## config.mk

```make
export PLATFORM = sky130hd
export DESIGN_NAME = date_period_overlap_days_unit
export DESIGN_NICKNAME = d
export VERILOG_FILES = /design/src/rtl/dpod_pkg.sv /design/src/rtl/dpod_day_conv.sv /design/src/rtl/date_period_overlap_days_unit.sv
export SDC_FILE = /design/constraint.sdc
export NUM_CORES = 2
export LEC_CHECK = 0
export BUFFER_PORTS_ARGS = -buffer_cell sky130_fd_sc_hd__buf_2
export CAP_MARGIN = 10
export CORE_UTILIZATION = 28
export DETAILED_ROUTE_END_ITERATION = 7
export GPL_TIMING_DRIVEN = 0
export MAX_ROUTING_LAYER = met4
export PLACE_DENSITY = 0.53
export SLEW_MARGIN = 25
export SYNTH_ARGS = -nofsm -noshare
export SYNTH_HDL_FRONTEND = slang
export SYNTH_SLANG_ARGS = --single-unit
```

## constraint.sdc

```tcl
create_clock -name aclk -period 19.1 [get_ports aclk]
set_clock_uncertainty 0.1 [all_clocks]
set_input_delay 5.73 -clock aclk [delete_from_list [all_inputs] [get_ports aclk]]
set_output_delay 5.73 -clock aclk [all_outputs]
set_load 0.005 [all_outputs]
```

## src/rtl/dpod_pkg.sv

```systemverilog
// shared types, constants and calendar helper functions for the date period overlap block
package dpod_pkg;

    localparam int YEAR_W  = 14;
    localparam int MONTH_W = 4;
    localparam int DAY_W   = 5;
    localparam int DATE_W  = YEAR_W + MONTH_W + DAY_W;
    localparam int NUM_DATES = 4;

    // shifted year (year + 399) and day numbers
    localparam int SHY_W  = 15;
    localparam int Q100_W = 8;
    localparam int DNUM_W = 23;
    localparam int COUNT_W = 22;

    localparam logic [SHY_W-1:0]   YEAR_SHIFT  = 15'd399;
    localparam logic [12:0]        DIV100_MUL  = 13'd5243;
    localparam int                 DIV100_SHR  = 19;
    localparam logic [COUNT_W-1:0] COUNT_MAX   = 22'd4194303;

    localparam logic [MONTH_W-1:0] MONTH_JAN = 4'd1;
    localparam logic [MONTH_W-1:0] MONTH_FEB = 4'd2;
    localparam logic [MONTH_W-1:0] MONTH_DEC = 4'd12;

    typedef struct packed {
        logic [DAY_W-1:0]   day;
        logic [MONTH_W-1:0] month;
        logic [YEAR_W-1:0]  year;
    } date_t;

    typedef struct packed {
        logic              ok;
        logic [DNUM_W-1:0] num;
    } day_info_t;

    // floor(x / 100) by reciprocal multiply, exact for x below 25600
    function automatic logic [Q100_W-1:0] div100(input logic [SHY_W-1:0] x);
        logic [27:0] prod;
        prod = 28'(x) * 28'(DIV100_MUL);
        return prod[DIV100_SHR+Q100_W-1:DIV100_SHR];
    endfunction

    function automatic logic [8:0] days_before(input logic [MONTH_W-1:0] m);
        case (m)
            4'd1:    return 9'd0;
            4'd2:    return 9'd31;
            4'd3:    return 9'd59;
            4'd4:    return 9'd90;
            4'd5:    return 9'd120;
            4'd6:    return 9'd151;
            4'd7:    return 9'd181;
            4'd8:    return 9'd212;
            4'd9:    return 9'd243;
            4'd10:   return 9'd273;
            4'd11:   return 9'd304;
            4'd12:   return 9'd334;
            default: return 9'd0;
        endcase
    endfunction

    function automatic logic [DAY_W-1:0] month_days(input logic [MONTH_W-1:0] m,
                                                    input logic leap);
        case (m)
            4'd2:                      return leap ? 5'd29 : 5'd28;
            4'd4, 4'd6, 4'd9, 4'd11:   return 5'd30;
            4'd1, 4'd3, 4'd5, 4'd7,
            4'd8, 4'd10, 4'd12:        return 5'd31;
            default:                   return 5'd0;
        endcase
    endfunction

endpackage

```

## src/rtl/dpod_day_conv.sv

```systemverilog
// one date to serial day number plus calendar validity check
module dpod_day_conv
    import dpod_pkg::*;
(
    input  date_t                date_i,
    input  logic [Q100_W-1:0]    year_q_i,   // year / 100
    input  logic [Q100_W-1:0]    shy_q_i,    // (year + 399) / 100
    output day_info_t            info_o
);

    logic [SHY_W-1:0]  shy;
    logic [SHY_W-1:0]  cent_base;
    logic              cent_year;
    logic              leap;
    logic              month_ok;
    logic [DAY_W-1:0]  len;
    logic              leap_add;

    assign shy       = SHY_W'(date_i.year) + YEAR_SHIFT;
    assign cent_base = SHY_W'(year_q_i) * SHY_W'(100);
    assign cent_year = (SHY_W'(date_i.year) == cent_base);
    // divisible by 400 when divisible by 100 and the quotient by 4
    assign leap = (date_i.year[1:0] == 2'b00) && (!cent_year || (year_q_i[1:0] == 2'b00));

    assign month_ok = (date_i.month >= MONTH_JAN) && (date_i.month <= MONTH_DEC);
    assign len      = month_days(date_i.month, leap);
    assign leap_add = leap && (date_i.month > MONTH_FEB);

    assign info_o.ok  = month_ok && (date_i.day != '0) && (date_i.day <= len);
    assign info_o.num = DNUM_W'(shy) * DNUM_W'(365)
                      + DNUM_W'(shy[SHY_W-1:2])
                      - DNUM_W'(shy_q_i)
                      + DNUM_W'(shy_q_i[Q100_W-1:2])
                      + DNUM_W'(days_before(date_i.month))
                      + DNUM_W'(leap_add)
                      + DNUM_W'(date_i.day);

endmodule

```

## src/rtl/date_period_overlap_days_unit.sv

```systemverilog
// top level: overlap in days of two inclusive gregorian date periods
//
// usage
//   s_ channel takes one request per handshake: four dates, the start and end
//   of a first period then the start and end of a second period
//   m_ channel returns one result per request, in order: the inclusive count
//   of days both periods share on m_tdata and a bad-date flag on m_tuser
//   any date with a month outside 1..12, a zero day or a day beyond its month
//   gives count zero with the flag set; disjoint periods give count zero
// timing
//   five register stages (input, quotients, day numbers, start/end, result),
//   which each request passes through in order before its result shows on m_
//   one request per cycle sustained while m_tready is high; each stage is a
//   short path, the widest being the year*365 day number sum
// reset and stalls
//   aresetn low (synchronous) empties all stages; no result is pending after it
//   while m_tready is low a finished result holds on m_ and the stages behind
//   it keep filling, so up to four more requests are taken before s_tready drops
module date_period_overlap_days_unit
    import dpod_pkg::*;
(
    input  logic        aclk,
    input  logic        aresetn,

    input  logic        s_tvalid,
    output logic        s_tready,
    // first_start_year, first_start_month, first_start_day, first_end_year,
    // first_end_month, first_end_day, second_start_year, second_start_month,
    // second_start_day, second_end_year, second_end_month, second_end_day,
    // zero fill [95:92]
    input  logic [95:0] s_tdata,

    output logic        m_tvalid,
    input  logic        m_tready,
    // overlap_days [21:0], zero fill [23:22]
    output logic [23:0] m_tdata,
    // date_error [0]
    output logic        m_tuser
);

    localparam int NUM_ST = 5;

    // per stage valid bits and the ready chain running back from the sink
    logic [NUM_ST-1:0] vld_reg;
    logic [NUM_ST-1:0] vld_next;
    logic [NUM_ST:0]   rdy;
    logic [NUM_ST-1:0] in_vld;
    logic [NUM_ST-1:0] ld;

    always_comb begin
        rdy[NUM_ST] = m_tready;
        for (int k = NUM_ST - 1; k >= 0; k--) begin
            rdy[k] = !vld_reg[k] || rdy[k+1];
        end
        in_vld[0] = s_tvalid;
        for (int k = 1; k < NUM_ST; k++) begin
            in_vld[k] = vld_reg[k-1];
        end
        for (int k = 0; k < NUM_ST; k++) begin
            ld[k]       = rdy[k] && in_vld[k];
            vld_next[k] = rdy[k] ? in_vld[k] : vld_reg[k];
        end
    end

    always_ff @(posedge aclk) begin
        if (!aresetn) begin
            vld_reg <= '0;
        end else begin
            vld_reg <= vld_next;
        end
    end

    // stage 0: request register
    date_t s0_date_reg [NUM_DATES];

    always_ff @(posedge aclk) begin
        if (ld[0]) begin
            for (int i = 0; i < NUM_DATES; i++) begin
                s0_date_reg[i] <= s_tdata[i*DATE_W +: DATE_W];
            end
        end
    end

    // stage 1: century quotients of year and shifted year
    date_t             s1_date_reg [NUM_DATES];
    logic [Q100_W-1:0] s1_yq_reg   [NUM_DATES];
    logic [Q100_W-1:0] s1_sq_reg   [NUM_DATES];

    always_ff @(posedge aclk) begin
        if (ld[1]) begin
            for (int i = 0; i < NUM_DATES; i++) begin
                s1_date_reg[i] <= s0_date_reg[i];
                s1_yq_reg[i]   <= div100(SHY_W'(s0_date_reg[i].year));
                s1_sq_reg[i]   <= div100(SHY_W'(s0_date_reg[i].year) + YEAR_SHIFT);
            end
        end
    end

    // stage 2: serial day numbers and validity
    day_info_t conv_info [NUM_DATES];
    logic [DNUM_W-1:0] s2_num_reg [NUM_DATES];
    logic              s2_err_reg;

    for (genvar g = 0; g < NUM_DATES; g++) begin : g_conv
        dpod_day_conv u_conv (
            .date_i   (s1_date_reg[g]),
            .year_q_i (s1_yq_reg[g]),
            .shy_q_i  (s1_sq_reg[g]),
            .info_o   (conv_info[g])
        );
    end

    always_ff @(posedge aclk) begin
        if (ld[2]) begin
            for (int i = 0; i < NUM_DATES; i++) begin
                s2_num_reg[i] <= conv_info[i].num;
            end
            s2_err_reg <= !(conv_info[0].ok && conv_info[1].ok &&
                            conv_info[2].ok && conv_info[3].ok);
        end
    end

    // stage 3: later start and earlier end
    logic [DNUM_W-1:0] s3_start_reg;
    logic [DNUM_W-1:0] s3_end_reg;
    logic              s3_err_reg;

    always_ff @(posedge aclk) begin
        if (ld[3]) begin
            s3_start_reg <= (s2_num_reg[0] > s2_num_reg[2]) ? s2_num_reg[0] : s2_num_reg[2];
            s3_end_reg   <= (s2_num_reg[1] < s2_num_reg[3]) ? s2_num_reg[1] : s2_num_reg[3];
            s3_err_reg   <= s2_err_reg;
        end
    end

    // stage 4: inclusive count, saturated
    logic [DNUM_W-1:0]  span;
    logic [COUNT_W-1:0] count_next;
    logic [COUNT_W-1:0] days_reg;
    logic               err_reg;

    assign span = s3_end_reg - s3_start_reg;

    always_comb begin
        if (s3_err_reg || (s3_end_reg < s3_start_reg)) begin
            count_next = '0;
        end else if (span >= DNUM_W'(COUNT_MAX)) begin
            count_next = COUNT_MAX;
        end else begin
            count_next = span[COUNT_W-1:0] + COUNT_W'(1);
        end
    end

    always_ff @(posedge aclk) begin
        if (ld[4]) begin
            days_reg <= count_next;
            err_reg  <= s3_err_reg;
        end
    end

    assign s_tready = rdy[0];
    assign m_tvalid = vld_reg[NUM_ST-1];
    assign m_tdata  = {2'b00, days_reg};
    assign m_tuser  = err_reg;

    // a bad date never reports a nonzero count
    a_err_zero: assert property (@(posedge aclk) disable iff (!aresetn)
        m_tvalid && m_tuser |-> (m_tdata[COUNT_W-1:0] == '0))
        else $error("bad-date result carries a nonzero count");

    // meeting periods with good dates give a nonzero count
    a_meet_nonzero: assert property (@(posedge aclk) disable iff (!aresetn)
        ld[4] && !s3_err_reg && (s3_end_reg >= s3_start_reg)
        |=> (m_tdata[COUNT_W-1:0] != '0))
        else $error("overlapping periods gave a zero count");

    // a stage blocked from below keeps its item
    a_stage_hold: assert property (@(posedge aclk) disable iff (!aresetn)
        vld_reg[3] && !rdy[4] |=> vld_reg[3])
        else $error("pipeline stage dropped an item while stalled");

endmodule
```

Word-level counts from Yosys, hierarchy flattened
Memories as Yosys holds them, arrays and structs flattened.
Cells that the tools add are included.
{"block": "op_classes", "addsub": 34, "multipliers": 16, "order_cmp": 20, "eq_ne": 52, "n_mux": 17, "n_reduce_logical": 68}
{"op": "adder 14 x 9 -> 15 bit, second input constant", "count": 8}
{"op": "multiplier 14 x 13 -> 27 bit, second input constant", "count": 4}
{"op": "multiplier 15 x 13 -> 27 bit, second input constant", "count": 4}
{"op": "adder 23 x 1 -> 23 bit", "count": 4}
{"op": "adder 23 x 13 -> 23 bit", "count": 4}
{"op": "adder 23 x 5 -> 23 bit", "count": 4}
{"op": "adder 23 x 6 -> 23 bit", "count": 4}
{"op": "adder 23 x 9 -> 23 bit", "count": 4}
{"op": "multiplier 15 x 9 -> 23 bit, second input constant", "count": 4}
{"op": "subtractor 23 x 8 -> 23 bit", "count": 4}
{"op": "== test 4 bit, second input constant", "count": 20}
{"op": "== test 4 x 3 -> 1 bit, second input constant", "count": 16}
{"op": "== test 14 x 15 -> 1 bit", "count": 4}
{"op": "one-hot mux 5 bit (3 select lines)", "count": 4}
{"op": "multiplier 8 x 5 -> 13 bit, second input constant", "count": 4}
{"op": "less-than comparator 23 bit", "count": 2}
{"op": "2-to-1 mux 23 bit", "count": 2}
{"op": "== test 4 x 2 -> 1 bit, second input constant", "count": 8}
{"op": "logical AND 1 bit", "count": 28}
{"op": "OR reduction 7 bit", "count": 4}
{"op": ">= comparator 23 x 22 -> 1 bit, second input constant", "count": 1}
{"op": "greater-than comparator 23 bit", "count": 1}
{"op": "subtractor 23 bit", "count": 1}
{"op": "adder 22 x 1 -> 22 bit, second input constant", "count": 1}
{"op": "12 further kinds", "count": 67}
{"block": "totals", "ff_bits": 76, "mem_bits_rw": 340, "romBits": 576, "inputBits": 100, "out_inout_bits": 27, "elab_cells": 227, "mem_count": 9}
{"name": "(name not given)", "depth": 16, "width": 9, "read_ports": 1, "rd_ports_with_merged_regs": 0, "wr": 0, "line_no": "dpod_pkg.sv:44", "source": "case (m)"}
{"name": "(name not given)", "depth": 16, "width": 9, "read_ports": 1, "rd_ports_with_merged_regs": 0, "wr": 0, "line_no": "dpod_pkg.sv:44"}
{"name": "(name not given)", "depth": 16, "width": 9, "read_ports": 1, "rd_ports_with_merged_regs": 0, "wr": 0, "line_no": "dpod_pkg.sv:44"}
{"name": "(name not given)", "depth": 16, "width": 9, "read_ports": 1, "rd_ports_with_merged_regs": 0, "wr": 0, "line_no": "dpod_pkg.sv:44"}
{"name": "s0_date_reg", "depth": 4, "width": 23, "read_ports": 4, "rd_ports_with_merged_regs": 0, "wr": 4, "line_no": "date_period_overlap_days_unit.sv:74", "source": "date_t s0_date_reg [NUM_DATES];"}
{"name": "s1_date_reg", "depth": 4, "width": 23, "read_ports": 4, "rd_ports_with_merged_regs": 0, "wr": 4, "line_no": "date_period_overlap_days_unit.sv:85", "source": "date_t s1_date_reg [NUM_DATES];"}
{"name": "3 more memories"}

Logic depth before layout (Yosys ltp)
An unclocked memory read counts as a cell.
{"block": "logic_depth", "word_depth": 14, "depth_mapped": 36, "mapped_depth_nobuf": 36}

Hierarchy
From an unflattened synthesis, not the netlist that was laid out.
{"block": "unflattened", "cells_unflattened": 6595, "area_unflattened_um2": 68901.1}
{"mod": "date_period_overlap_days_unit", "n_inst": 1, "cells_each": 3915, "area_per_inst_um2": 44636.6, "seq_area_each_um2": 12441.9}
{"mod": "dpod_day_conv (g_conv[1].u_conv ...)", "n_inst": 2, "cells_each": 671, "area_per_inst_um2": 6050.8, "seq_area_each_um2": 0.0}
{"mod": "dpod_day_conv (g_conv[0].u_conv)", "n_inst": 1, "cells_each": 684, "area_per_inst_um2": 6195.9, "seq_area_each_um2": 0.0}
{"mod": "dpod_day_conv (g_conv[3].u_conv)", "n_inst": 1, "cells_each": 654, "area_per_inst_um2": 5967.0, "seq_area_each_um2": 0.0}

Worst setup path after synthesis
Ideal clock, no wire load.
{"block": "synth_timing", "kind": "input-to-reg", "start": "input port m_tready", "end": "memory s1_date_reg[0][0] (netlist bit) (enable)", "setup_ns": 0.910, "arrival_time_ns": 17.373, "t_required_ns": 18.090, "path_slack_ns": 0.717, "stages": 4, "n_path_buf": 1, "path_cell_list": "nor2b_1 > and3_1 > clkbuf_1 > a21boi_0"}
{"element": "start, declared", "line_no": "date_period_overlap_days_unit.sv:34", "source": "input logic m_tready,"}
{"element": "end, declared", "line_no": "date_period_overlap_days_unit.sv:85"}

Worst setup path in the final report
{"block": "layout_timing", "start": "input port m_tready", "end": "output port s_tready"}
{"block": "layout_via", "elab_chain_len": 5}
{"element": "logical OR 1 bit (5 in series)", "line_no": "date_period_overlap_days_unit.sv:53", "source": "rdy[k] = !vld_reg[k] || rdy[k+1];"}
{"element": "end, declared", "line_no": "date_period_overlap_days_unit.sv:26", "source": "output logic s_tready,"}
No other way between the ends.

==> flow_metrics.env <==
export IMPL_cts_root_buf="clkbuf_16"
export IMPL_syn_avg_cell_area_sq_um=10.7
export IMPL_start_kind="input pin"
export IMPL_synth_edf_count=411
export IMPL_fin_ws_ns=5.99
export IMPL_numCtsBuffers=53
export IMPL_dp_cells=9637
export IMPL_num_io_pins=127
export IMPL_cp_end_kind="output pin"
export IMPL_antenna_found_initial=9
export IMPL_gp_congestion=0.866
export IMPL_setup_viol=0
export IMPL_fp_coreArea_sq_um=239000
export IMPL_syn_area_sq_um=67500
export IMPL_drtIter0Drc=1428
export IMPL_fin_nets=9011
export IMPL_max_slew_margin_pct=31.7
export IMPL_synth_top_cells_by_count="1786 x inv_1, 1465 x ha_1, 921 x fa_1, 411 x edfxtp_1, 277 x xnor2_1"
export IMPL_rr_worst_depth=34
export IMPL_die_h_microns=493
export IMPL_critPathKind="input pin to output pin"
export IMPL_period_needed_ns=13.11
export IMPL_arrival_ns=7.28
export IMPL_fin_tns_setup_ns=0
export IMPL_drive_gt1_share_pct=5.04
export IMPL_syn_inst=6328
export IMPL_fmax_ghz=0.0763
export IMPL_whs_path_depth=0
export IMPL_maxCapViolations=0
export IMPL_drt_total_wl_microns=144000
export IMPL_dr_pass1_iters=6
export IMPL_cts_buffer_depth=3
export IMPL_hold_buffers=0
export IMPL_cts_tree="yes"
export IMPL_rsz0062_at_grt="false"
export IMPL_clock_sinks=416
export IMPL_synth_top_area_cell="fa_1"
export IMPL_track_usage_pct=12.5
export IMPL_synth_most_common_cell="inv_1"
export IMPL_ys_warn_count=0
export IMPL_synth_top_area_share_pct=27.3
export IMPL_hold_class="flop to flop"
export IMPL_hold_viol=0
export IMPL_synthFlopType="edfxtp_1"
export IMPL_cts_setup_buffers=0
export IMPL_ctsResizeCount=0
export IMPL_detail_route_vias_per_cell=4.27
export IMPL_htree_levels=2
export IMPL_row_count=179
export IMPL_num_vias=41600
export IMPL_synthArstFlopShare_pct=0
export IMPL_wl_per_cell_microns=14.7
export IMPL_synthTopCellsByArea="fa_1 27%, ha_1 27%, edfxtp_1 18%"
export IMPL_io_buffers=120
export IMPL_dieArea_sq_um=243000
export IMPL_ant_nets=0
export IMPL_grt_pass1_vias=45000
export IMPL_slew_violations=0
export IMPL_fp_dieW_microns=493
export IMPL_grt_pass1_wl_microns=238000
export IMPL_gr_total_overflow=0
export IMPL_fin_crit_sh_pct=68.6
export IMPL_synth_distinct_cells=81
export IMPL_start_util_pct=28.3
export IMPL_path_clk_slew_ns=0.06
export IMPL_max_slew_worst_pin_slew_ns=1.01
export IMPL_area_growth_pct=10.3
export IMPL_layout_cells_non_filler=9739
export IMPL_clkLatencyLatePin_ns=0.66
export IMPL_grt_max_degree=29
export IMPL_ys_ff_latch=416
export IMPL_cp_max_fo=6
export IMPL_ys_seq_area_share_pct=18.4
export IMPL_required_ns=13.27
export IMPL_status="complete, no violations"
export IMPL_dp_hpwl_microns=127000
export IMPL_drcViolationCount=0
export IMPL_post_place_ws_ns=5.99
-- per-stage QoR --
step           hold WS [ns]  area [sq um]  utilization, %
2_1_floorplan         0.300         67500               -
3_3_place_gp          0.306         72100            30.2
3_5_place_dp          0.305         72700            30.4
4_1_cts               0.320         74400            31.2
5_1_grt               0.324         74400            31.2
6_report              0.318         74500            31.2
-- path summary, 6_finish.rpt --
check                                     from                           end  slack, ns
setup / recovery                      m_tready                      s_tready       5.99
hold / removal    s0_date_reg[3][22]$_DFFE_PP_  s1_date_reg[3][22]$_DFFE_PP_       0.32
setup reg to reg     s1_yq_reg[3][2]$_DFFE_PP_   s2_num_reg[3][22]$_DFFE_PP_       9.98
hold reg to reg   s0_date_reg[3][22]$_DFFE_PP_  s1_date_reg[3][22]$_DFFE_PP_       0.32
-- layout make-up --
| class | count | area (sq um) |
|---|---|---|
| Fill cell | 24600 | 164000 |
| Multi-Input combinational cell | 4096 | 48300 |
| Sequential cell | 416 | 12400 |
| Inverter | 1786 | 6700 |
| Tap cell | 3167 | 3960 |
| Clock buffer | 56 | 1340 |
| Timing Repair Buffer | 141 | 1130 |
| Clock inverter | 42 | 450 |
| Buffer | 31 | 149 |
| Antenna cell | 4 | 10.0 |
-- placed cells by master (no fill, tap or decap), types with 22 or more instances in the layout --
| cell type | synthesis | final |
|---|---|---|
| inv_1 | 1786 | 1786 |
| ha_1 | 1465 | 1465 |
| fa_1 | 921 | 921 |
| edfxtp_1 | 411 | 411 |
| xnor2_1 | 277 | 277 |
| a21oi_1 | 174 | 174 |
| nor2_1 | 163 | 163 |
| buf_2 | 8 | 128 |
| o21ai_0 | 113 | 113 |
| xor2_1 | 105 | 105 |
| nand2_1 | 104 | 104 |
| a21o_1 | 96 | 96 |
| nand3_1 | 56 | 56 |
| nor3_1 | 54 | 54 |
| clkbuf_16 | 0 | 53 |
| nor2b_1 | 53 | 51 |
| o21a_1 | 50 | 50 |
| mux2_2 | 46 | 46 |
| nand2b_1 | 42 | 42 |
| nand4_1 | 36 | 36 |
| and3_1 | 33 | 33 |
| a31oi_1 | 29 | 28 |
| or3_1 | 24 | 24 |
| clkbuf_1 | 19 | 22 |
-- worst max-delay path, stage by stage --
cell and delay [ns]:
buf_2 0.13, nor2b_1 0.47, and3_1 0.23, clkbuf_1 0.37
nand3_1 0.15, buf_2 0.19
-- kinds of logic after synthesis --
group,share of synthesized area [%]
compound gates,6.04
xor+xnor,4.96
fa+ha+maj,54.5
buf+inv,10.2
flops,18.4
mux,1.18
other cells,0.00556
simple gates,4.76
-- per-layer routing --
| metal | vias up | GRT usage [%] | part of all wire, % |
|---|---|---|---|
| met5 | - | - | 0 |
| met4 | 0 | 2.83 | 2.3 |
| li1 | 20700 | - | - |
| met2 | 387 | 20.4 | 46 |
| met1 | 20400 | 16.8 | 49 |
| met3 | 112 | 1.02 | 2.3 |
Power is left out: the tool's default activity adds up to more than one toggle a clock period on the data nets, which glitch-free logic cannot reach.
